**config.mk**
```make
export PLATFORM = sky130hd
export DESIGN_NAME = directory_entry_search_top
export DESIGN_NICKNAME = d
export VERILOG_FILES = /design/src/rtl/des_pkg.sv /design/src/rtl/directory_entry_search_top.sv /design/src/rtl/des_cfg.sv /design/src/rtl/des_core.sv
export SDC_FILE = /design/constraint.sdc
export NUM_CORES = 1
export LEC_CHECK = 0
export BUFFER_PORTS_ARGS = -buffer_cell sky130_fd_sc_hd__buf_4
export CAP_MARGIN = 30
export CELL_PAD_IN_SITES_DETAIL_PLACEMENT = 0
export CELL_PAD_IN_SITES_GLOBAL_PLACEMENT = 1
export CORE_MARGIN = 2
export CORE_UTILIZATION = 35
export CTS_BUF_LIST = sky130_fd_sc_hd__clkbuf_8 sky130_fd_sc_hd__clkbuf_16
export DETAILED_ROUTE_END_ITERATION = 12
export PLACE_DENSITY = 0.69
export SYNTH_ARGS = -nofsm -noshare
export SYNTH_HDL_FRONTEND = slang
export SYNTH_SLANG_ARGS = --single-unit
```
**constraint.sdc**
```tcl
create_clock -name clk -period 8.3 [get_ports clk]
set_input_delay 0 -clock clk [delete_from_list [all_inputs] [get_ports clk]]
set_output_delay 0 -clock clk [all_outputs]
set_load 0.02 [all_outputs]
```
**src/rtl/des_pkg.sv**
```systemverilog
// Shared types, constants and name-trimming helpers for the directory entry search block.
// No dependencies; every other file in rtl/ imports this package.

package des_pkg;

  // Directory entry marker bytes and the character that ends an 8.3 name field.
  localparam logic [7:0] MARK_END      = 8'h00;
  localparam logic [7:0] MARK_DELETED  = 8'hE5;
  localparam logic [7:0] ATTR_LONGNAME = 8'h0F;
  localparam logic [7:0] CH_SPACE      = 8'h20;
  localparam logic [7:0] CH_LOWER_A    = 8'h61;
  localparam logic [7:0] CH_LOWER_Z    = 8'h7A;
  localparam logic [7:0] CASE_OFFSET   = 8'h20;

  localparam int unsigned COUNT_W = 17;

  // Configuration register indexes.
  localparam logic [1:0] REG_SEARCH_MODE  = 2'd0;
  localparam logic [1:0] REG_TARGET_INDEX = 2'd1;
  localparam logic [1:0] REG_SEARCH_BASE  = 2'd2;
  localparam logic [1:0] REG_SEARCH_EXT   = 2'd3;

  localparam logic MODE_INDEX = 1'b0;
  localparam logic MODE_NAME  = 1'b1;

  typedef enum logic [1:0] {
    ST_CONTINUE = 2'd0,
    ST_FOUND    = 2'd1,
    ST_END      = 2'd2,
    ST_IGNORED  = 2'd3
  } status_t;

  typedef struct packed {
    logic [63:0] bytes;
    logic [3:0]  len;
  } base_trim_t;

  typedef struct packed {
    logic [23:0] bytes;
    logic [1:0]  len;
  } ext_trim_t;

  // Configuration as seen by the search logic, already trimmed and uppercased.
  typedef struct packed {
    logic        mode;
    logic [15:0] target_index;
    base_trim_t  base;
    ext_trim_t   ext;
  } cfg_t;

  typedef struct packed {
    status_t     status;
    logic [31:0] found_cluster;
    logic [31:0] found_size;
    logic [7:0]  found_attrs;
    base_trim_t  base;
    ext_trim_t   ext;
  } result_t;

  function automatic logic [7:0] fix_byte(input logic [7:0] b, input logic upper);
    logic [7:0] r;
    r = b;
    if (upper && (b >= CH_LOWER_A) && (b <= CH_LOWER_Z)) begin
      r = b - CASE_OFFSET;
    end
    return r;
  endfunction

  // Keeps bytes up to the first NUL (and the first space when stop_space is set).
  function automatic base_trim_t trim_base(input logic [63:0] v, input logic stop_space,
                                           input logic upper);
    base_trim_t r;
    logic       stop;
    logic [7:0] b;
    r    = '0;
    stop = 1'b0;
    for (int i = 0; i < 8; i++) begin
      b = v[8*i +: 8];
      if ((b == MARK_END) || (stop_space && (b == CH_SPACE))) begin
        stop = 1'b1;
      end
      if (!stop) begin
        r.bytes[8*i +: 8] = fix_byte(b, upper);
        r.len = r.len + 4'd1;
      end
    end
    return r;
  endfunction

  function automatic ext_trim_t trim_ext(input logic [23:0] v, input logic stop_space,
                                         input logic upper);
    ext_trim_t  r;
    logic       stop;
    logic [7:0] b;
    r    = '0;
    stop = 1'b0;
    for (int i = 0; i < 3; i++) begin
      b = v[8*i +: 8];
      if ((b == MARK_END) || (stop_space && (b == CH_SPACE))) begin
        stop = 1'b1;
      end
      if (!stop) begin
        r.bytes[8*i +: 8] = fix_byte(b, upper);
        r.len = r.len + 2'd1;
      end
    end
    return r;
  endfunction

endpackage

```
**src/rtl/directory_entry_search_top.sv**
```systemverilog
// Top level of the directory entry search block: stream ports, input and result registers.
// Depends on des_pkg, des_cfg and des_core.
//
//  Channel  Direction  Beat contents
//  in_*     slave      tdata: entry_name, entry_ext, entry_attrs, cluster_high,
//                             cluster_low, entry_size; tuser: start_search
//  out_*    master     tdata: found_cluster, found_size, found_attrs, name_base,
//                             base_length, name_ext, ext_length; tuser: status
//  cfg_*    write      cfg_index selects search_mode, target_index, search_base, search_ext
//
// Every entry beat produces exactly one result beat; it passes from the input register
// to the result register. One entry is accepted per cycle while the output side is ready;
// the rate is set by the single evaluation stage between the input and result registers.
// Reset is synchronous and active low; it empties both registers and clears the search state.
// When out_tready is low and the result register is full, an entry in the input register
// stays there and in_tready is low, so no beat is lost or repeated; while the input
// register is still empty, one more entry is taken.

module directory_entry_search_top
  import des_pkg::*;
(
  input  logic         clk,
  input  logic         rst_n,
  // Input entries.
  input  logic         in_tvalid,
  output logic         in_tready,
  // entry_name[63:0], entry_ext[87:64], entry_attrs[95:88], cluster_high[111:96],
  // cluster_low[127:112], entry_size[159:128]
  input  logic [159:0] in_tdata,
  // start_search[0]
  input  logic         in_tuser,
  // Results.
  output logic         out_tvalid,
  input  logic         out_tready,
  // found_cluster[31:0], found_size[63:32], found_attrs[71:64], name_base[135:72],
  // base_length[139:136], name_ext[163:140], ext_length[165:164], zero fill[167:166]
  output logic [167:0] out_tdata,
  // status[1:0]
  output logic [1:0]   out_tuser,
  // Configuration writes.
  input  logic         cfg_we,
  input  logic [1:0]   cfg_index,
  input  logic [63:0]  cfg_wdata
);

  cfg_t cfg;

  // Input register: one entry waiting to be evaluated.
  logic         s1_valid_r, s1_valid_nxt;
  logic         s1_start_r;
  logic [159:0] s1_data_r;

  // Result register.
  logic         out_valid_r, out_valid_nxt;
  result_t      out_res_r;
  result_t      result;

  logic out_free;
  logic step;
  logic in_fire;

  // The result register can take a new value when it is empty or being drained now.
  assign out_free  = !out_valid_r || out_tready;
  assign step      = s1_valid_r && out_free;
  assign in_tready = !s1_valid_r || out_free;
  assign in_fire   = in_tvalid && in_tready;

  des_cfg u_cfg (
    .clk       (clk),
    .rst_n     (rst_n),
    .cfg_we    (cfg_we),
    .cfg_index (cfg_index),
    .cfg_wdata (cfg_wdata),
    .cfg       (cfg)
  );

  des_core u_core (
    .clk          (clk),
    .rst_n        (rst_n),
    .step         (step),
    .start_search (s1_start_r),
    .entry        (s1_data_r),
    .cfg          (cfg),
    .result       (result)
  );

  always_comb begin
    s1_valid_nxt = s1_valid_r;
    if (in_fire) begin
      s1_valid_nxt = 1'b1;
    end else if (step) begin
      s1_valid_nxt = 1'b0;
    end
    out_valid_nxt = out_valid_r;
    if (step) begin
      out_valid_nxt = 1'b1;
    end else if (out_tready) begin
      out_valid_nxt = 1'b0;
    end
  end

  always_ff @(posedge clk) begin
    if (!rst_n) begin
      s1_valid_r  <= 1'b0;
      out_valid_r <= 1'b0;
    end else begin
      s1_valid_r  <= s1_valid_nxt;
      out_valid_r <= out_valid_nxt;
    end
  end

  // Payload registers carry no reset.
  always_ff @(posedge clk) begin
    if (in_fire) begin
      s1_start_r <= in_tuser;
      s1_data_r  <= in_tdata;
    end
    if (step) begin
      out_res_r <= result;
    end
  end

  assign out_tvalid = out_valid_r;
  assign out_tuser  = out_res_r.status;
  assign out_tdata  = {2'b00,
                       out_res_r.ext.len,
                       out_res_r.ext.bytes,
                       out_res_r.base.len,
                       out_res_r.base.bytes,
                       out_res_r.found_attrs,
                       out_res_r.found_size,
                       out_res_r.found_cluster};

  // Only a found beat carries entry fields.
  a_fields_zero: assert property (@(posedge clk) disable iff (!rst_n)
    (out_tvalid && (out_tuser != ST_FOUND)) |-> (out_tdata == '0))
    else $error("non-found result carries nonzero fields");

  // A found name is never longer than the 8.3 field.
  a_base_len: assert property (@(posedge clk) disable iff (!rst_n)
    (out_tvalid && (out_tuser == ST_FOUND)) |-> (out_tdata[139:136] <= 4'd8))
    else $error("base length out of range");

  // Input backpressure only comes from a full, stalled pipeline.
  a_ready: assert property (@(posedge clk) disable iff (!rst_n)
    !in_tready |-> (s1_valid_r && out_tvalid && !out_tready))
    else $error("input stalled without a full pipeline");

  // A stalled result is held until it is taken.
  a_hold: assert property (@(posedge clk) disable iff (!rst_n)
    (out_tvalid && !out_tready) |=> (out_tvalid && $stable(out_tdata) && $stable(out_tuser)))
    else $error("result changed while stalled");

endmodule

```
**src/rtl/des_cfg.sv**
```systemverilog
// Configuration registers of the directory entry search block.
// Depends on des_pkg; the searched name is trimmed and uppercased as it is written.

module des_cfg
  import des_pkg::*;
(
  input  logic        clk,
  input  logic        rst_n,
  input  logic        cfg_we,
  input  logic [1:0]  cfg_index,
  input  logic [63:0] cfg_wdata,
  output cfg_t        cfg
);

  cfg_t cfg_r;
  cfg_t cfg_nxt;

  always_comb begin
    cfg_nxt = cfg_r;
    if (cfg_we) begin
      case (cfg_index)
        REG_SEARCH_MODE:  cfg_nxt.mode         = cfg_wdata[0];
        REG_TARGET_INDEX: cfg_nxt.target_index = cfg_wdata[15:0];
        REG_SEARCH_BASE:  cfg_nxt.base         = trim_base(cfg_wdata, 1'b0, 1'b1);
        REG_SEARCH_EXT:   cfg_nxt.ext          = trim_ext(cfg_wdata[23:0], 1'b0, 1'b1);
        default:          cfg_nxt = cfg_r;
      endcase
    end
  end

  always_ff @(posedge clk) begin
    if (!rst_n) begin
      cfg_r <= '0;
    end else begin
      cfg_r <= cfg_nxt;
    end
  end

  assign cfg = cfg_r;

endmodule

```
**src/rtl/des_core.sv**
```systemverilog
// Per-entry classification, name trimming, match decision and search state.
// Depends on des_pkg; the state advances once for each entry that leaves the input register.

module des_core
  import des_pkg::*;
(
  input  logic         clk,
  input  logic         rst_n,
  input  logic         step,
  input  logic         start_search,
  input  logic [159:0] entry,
  input  cfg_t         cfg,
  output result_t      result
);

  logic [COUNT_W-1:0] visible_count_r, visible_count_nxt;
  logic               finished_r, finished_nxt;

  logic [63:0] entry_name;
  logic [23:0] entry_ext;
  logic [7:0]  entry_attrs;
  logic [7:0]  first_byte;
  base_trim_t  nb;
  ext_trim_t   ne;
  logic [COUNT_W-1:0] count_eff;
  logic        finished_eff;
  logic        hit;

  assign entry_name  = entry[63:0];
  assign entry_ext   = entry[87:64];
  assign entry_attrs = entry[95:88];
  assign first_byte  = entry_name[7:0];

  assign nb = trim_base(entry_name, 1'b1, 1'b0);
  assign ne = trim_ext(entry_ext, 1'b1, 1'b0);

  // A start beat clears the search before the entry itself is judged.
  assign count_eff    = start_search ? '0 : visible_count_r;
  assign finished_eff = start_search ? 1'b0 : finished_r;

  always_comb begin
    if (cfg.mode == MODE_INDEX) begin
      hit = (count_eff == {1'b0, cfg.target_index});
    end else begin
      hit = (cfg.base == nb) && (cfg.ext == ne);
    end
  end

  always_comb begin
    result            = '0;
    result.status     = ST_CONTINUE;
    visible_count_nxt = count_eff;
    finished_nxt      = finished_eff;
    if (finished_eff) begin
      result.status = ST_IGNORED;
    end else if (first_byte == MARK_END) begin
      result.status = ST_END;
      finished_nxt  = 1'b1;
    end else if ((first_byte == MARK_DELETED) || (entry_attrs == ATTR_LONGNAME)) begin
      result.status = ST_CONTINUE;
    end else begin
      if (count_eff != '1) begin
        visible_count_nxt = count_eff + 1'b1;
      end
      if (hit) begin
        finished_nxt         = 1'b1;
        result.status        = ST_FOUND;
        result.found_cluster = {entry[111:96], entry[127:112]};
        result.found_size    = entry[159:128];
        result.found_attrs   = entry_attrs;
        result.base          = nb;
        result.ext           = ne;
      end
    end
  end

  always_ff @(posedge clk) begin
    if (!rst_n) begin
      visible_count_r <= '0;
      finished_r      <= 1'b0;
    end else if (step) begin
      visible_count_r <= visible_count_nxt;
      finished_r      <= finished_nxt;
    end
  end

endmodule
```
==> impl_metrics.csv <==
group,metric,value,unit
logic_synthesis,muxShareOfSynthArea,0.004441,
global_routing,grt-ovfl-total,0,
critical_path,startpoint_type,"flop",
critical_path,cp_top_family,"simple AND/OR/NAND/NOR gates",
global_routing,grt_pass1_vias,17770,
timing,tns,0,ns
logic_synthesis,yosys.area_share.simple,0.1580,
power,leakagePower,11.31,nW
cells_and_area,drive_gt1_frac,0.2465,
placed_design,hpwl,56510,um
logic_synthesis,ys_top_cells_by_area,"edfxtp_1, dfxtp_1, a211oi_2",
global_routing,grt_pass1_wl,114700,um
clocking,cts_buffers,52,
timing,finClkSkew,0.04705,ns
logic_synthesis,synth_most_common_cell,"edfxtp_1",
global_routing,grt_usage,0.2390,
placed_design,place_congestion,0.9080,
worst_hold_path,hold_start,"in_tdata[139]",
power,powerDensity,199.4,nW/um^2
floorplan,rows,91,
logic_synthesis,synth_top_area_frac,0.4554,
cells_and_area,nFillCells,5623,
logic_synthesis,avgSynthCellArea,10.90,sq um
timing,relSlewSlack,0.2100,
cells_and_area,areaGrowthSynthToFinish,36.68,%
logic_synthesis,synth_common_cells,"edfxtp_1, nand2_1, inv_1",
logic_synthesis,synth_area,21690,sq um
logic_synthesis,ys_async_sr_fraction,0,
critical_path,startpoint,"s1_data_r[19]$_DFFE_PP_",
clocking,worstSkewPairLatency,0.62,ns
cells_and_area,nets,2849,
placed_design,io_buffers,401,
placed_design,dp.cells,3087,
worst_hold_path,hold_class,"primary input to flop",
critical_path,crit_arrival,7.19,ns
floorplan,io_pins,404,
detailed_routing,via_per_inst,5.320,
global_routing,grt_max_degree,164,
critical_path,cp_common_cell,"ha_1",
floorplan,die_area,63990,sq um
run,cap_viol_max_count,0,
timing,worst_pin_slew,1.185,ns
clocking,cts_max_level,2,
logic_synthesis,synth_compound_area_frac,0.1743,
run_status,status,"completed",
clocking,clk_pin_slew,0.06,ns
timing,finalCritPeriodShare,0.8183,
timing,rsz0062_at_grt,"false",
timing,clock.fmax,147.2,MHz
logic_synthesis,yosys_warnings,0,
critical_path,critical_path_peak_fanout,163,
critical_path,critical_path.max_stage_delay,0.57,ns
detailed_routing,vias,18260,
critical_path,worstPathRequired,8.70,ns
timing,period_minus_slack,6.792,ns
logic_synthesis,synth_cells,1990,
critical_path,critPathKind,"flop to flop",
logic_synthesis,yosys.area_share.xor_xnor,0.02688,
detailed_routing,drc,0,
logic_synthesis,synth_edf_count,329,
floorplan,die_w,253.0,um
clocking,cts_buffer_depth,3,
power,vdd_drop_max,0.0001333,V
detailed_routing,postRouteAntennaNets,0,
critical_path,crit_buf_inv,2,
floorplan,core-area,61480,sq um
clocking,ctsResizeCount,0,
critical_path,cpMaxStageDelayCell,"or4_1",
logic_synthesis,synth_top_area_cell,"edfxtp_1",
timing,setup_violations,0,
detailed_routing,drt-pass1-iter-count,7,
logic_synthesis,synth.lib_cells_used.distinct,78,
timing,hold_viol,0,
timing,drv_slew,0,
detailed_routing,drt_iter0_drc,1370,
cells_and_area,finalNonFillerCells,3433,
logic_synthesis,ys.flop_type,"edfxtp_1",
clocking,cts.sinks,460,
clocking,cts_tree,"yes",
logic_synthesis,synth_top_family_by_area,"compound AO/OA/AOI/OAI gates",
detailed_routing,wirelength,78760,um
critical_path,cp_cell_sequence,"or4_1 -> or4_1 -> o21ai_0 -> inv_1 -> ha_1 -> nor3_1 -> nor2_1 -> ha_1 -> a21oi_1 -> nor2_1 -> ha_1 -> nand3_1 -> nand2_1 -> ha_1 -> mux2_2 -> nor3_1 -> a31oi_1 -> xor2_1 -> nor4_1 -> nand4_4 -> buf_12 -> a211oi_1",
logic_synthesis,synth-seq-area-share,0.5763,
detailed_routing,wl_per_cell,22.94,um
critical_path,reg2reg_from,"s1_data_r[19]$_DFFE_PP_",
floorplan,die_h,253.0,um
global_routing,antenna_found_initial,4,
logic_synthesis,synth-seq-cells,460,
critical_path,end_kind,"flop",
clocking,clockRootBuffer,"clkbuf_16",
logic_synthesis,synthAdderAreaFrac,0.01096,
floorplan,initial_core_util,0.3528,
placed cells by master, fill, tap and decap left out, types with 8 or more instances in the layout:
cell	netlist	routed
clkinv_1	1	8
nand2_1	265	265
a31oi_1	17	17
nand4_1	31	31
a2111oi_2	14	14
nor4bb_1	15	15
xor2_1	18	18
clkbuf_16	0	52
nor2_1	118	117
dlygate4sd3_1	0	247
xnor2_1	46	46
dfxtp_1	131	131
inv_1	144	157
nor4_1	35	34
ha_1	19	19
o21ai_0	40	40
or4_1	11	11
clkinv_2	0	10
edfxtp_1	329	329
nand2b_1	24	24
a211oi_1	54	54
nand3_1	95	95
nor3_1	38	37
a21oi_1	139	139
o22ai_1	12	12
and3_1	14	14
a211oi_2	109	109
buf_4	12	419
path summary, 6_finish.rpt:
check             slack, ns  depth (start not counted)                          end
setup reg to reg       1.51                         22  out_tdata[10]$_SDFFCE_PP0P_
setup / recovery       1.51                         22  out_tdata[10]$_SDFFCE_PP0P_
hold / removal         0.10                          2     s1_data_r[139]$_DFFE_PP_
hold reg to reg        0.46                          2  u_cfg.cfg[108]$_SDFFE_PN0P_
registers in the layout, summed over array words and instances (netlist names):
register / count
out_tdata: 166
out_tuser: 2
u_core.finished_r: 1
s1_valid_r: 1
u_core.visible_count_r: 17
s1_start_r: 1
s1_data_r: 160
u_cfg.cfg: 111
out_tvalid: 1
cell type report:
cell class	count	area, sq um	area share
flip-flops and latches	460	12500	0.4216
multi-input cells	1268	8187	0.2761
clock inverters	44	406.6	0.01371
repair buffers	671	5698	0.1922
inverters	145	550.5	0.01857
diodes	2	5.005	0.0001688
well taps	790	988.4	0.03333
clock buffers	53	1315	0.04435
report_power, final:
part,internal [mW],switching [mW],total [mW]
clock,1.34,0.973,2.32
sequential,2.62,0.0872,2.71
combinational,0.388,0.500,0.889
metal layers:
metal,global-route usage,vias to the layer above,part of all wire
met2,0.3794,559,0.46
met3,0.03886,99,0.058
met1,0.3411,9021,0.47
met5,0,-,0.00048
li1,-,8578,-
met4,0.05630,6,0.020
what timing repair did:
action | 4_1_cts | 5_1_grt
buffers inserted | 0 | 0
hold buffers | 247 | 0
endpoints found under the hold margin | 270 | 0
worst register-to-register path: cells and delay by family (launching register included):
family	cells	cell delay [ns]
DFF	1	0.44
and+or+nand+nor	10	2.62
muxes	1	0.27
buffers and inverters	2	0.47
AOI/OAI and AO/OA	4	1.38
xor gates and xnor gates	1	0.18
adders and majority gates	4	1.26
stage by stage:
step                  util  cell area, sq um  hold WS, ns  total power [mW]  worst slack, ns
floorplan                -             21700      0.09887             3.195            2.329
global placement    0.4137             25430       0.1789             3.534            1.927
detailed placement  0.4140             25450       0.1793             3.546            1.760
CTS                 0.4822             29650      0.06632             5.956            1.733
global route        0.4822             29650      0.09001             6.125            1.056
finish              0.4823             29650       0.1023             5.914            1.508
kinds of logic after synthesis:
family / after synthesis
AO/OA/AOI/OAI: 469
XOR/XNOR: 65
adder cells (fa/ha/maj): 19
buffers and inverters: 263
flip-flops: 460
multiplexers: 9
other: 1
AND/OR/NAND/NOR: 704
Power figures use the tool's default switching activity.
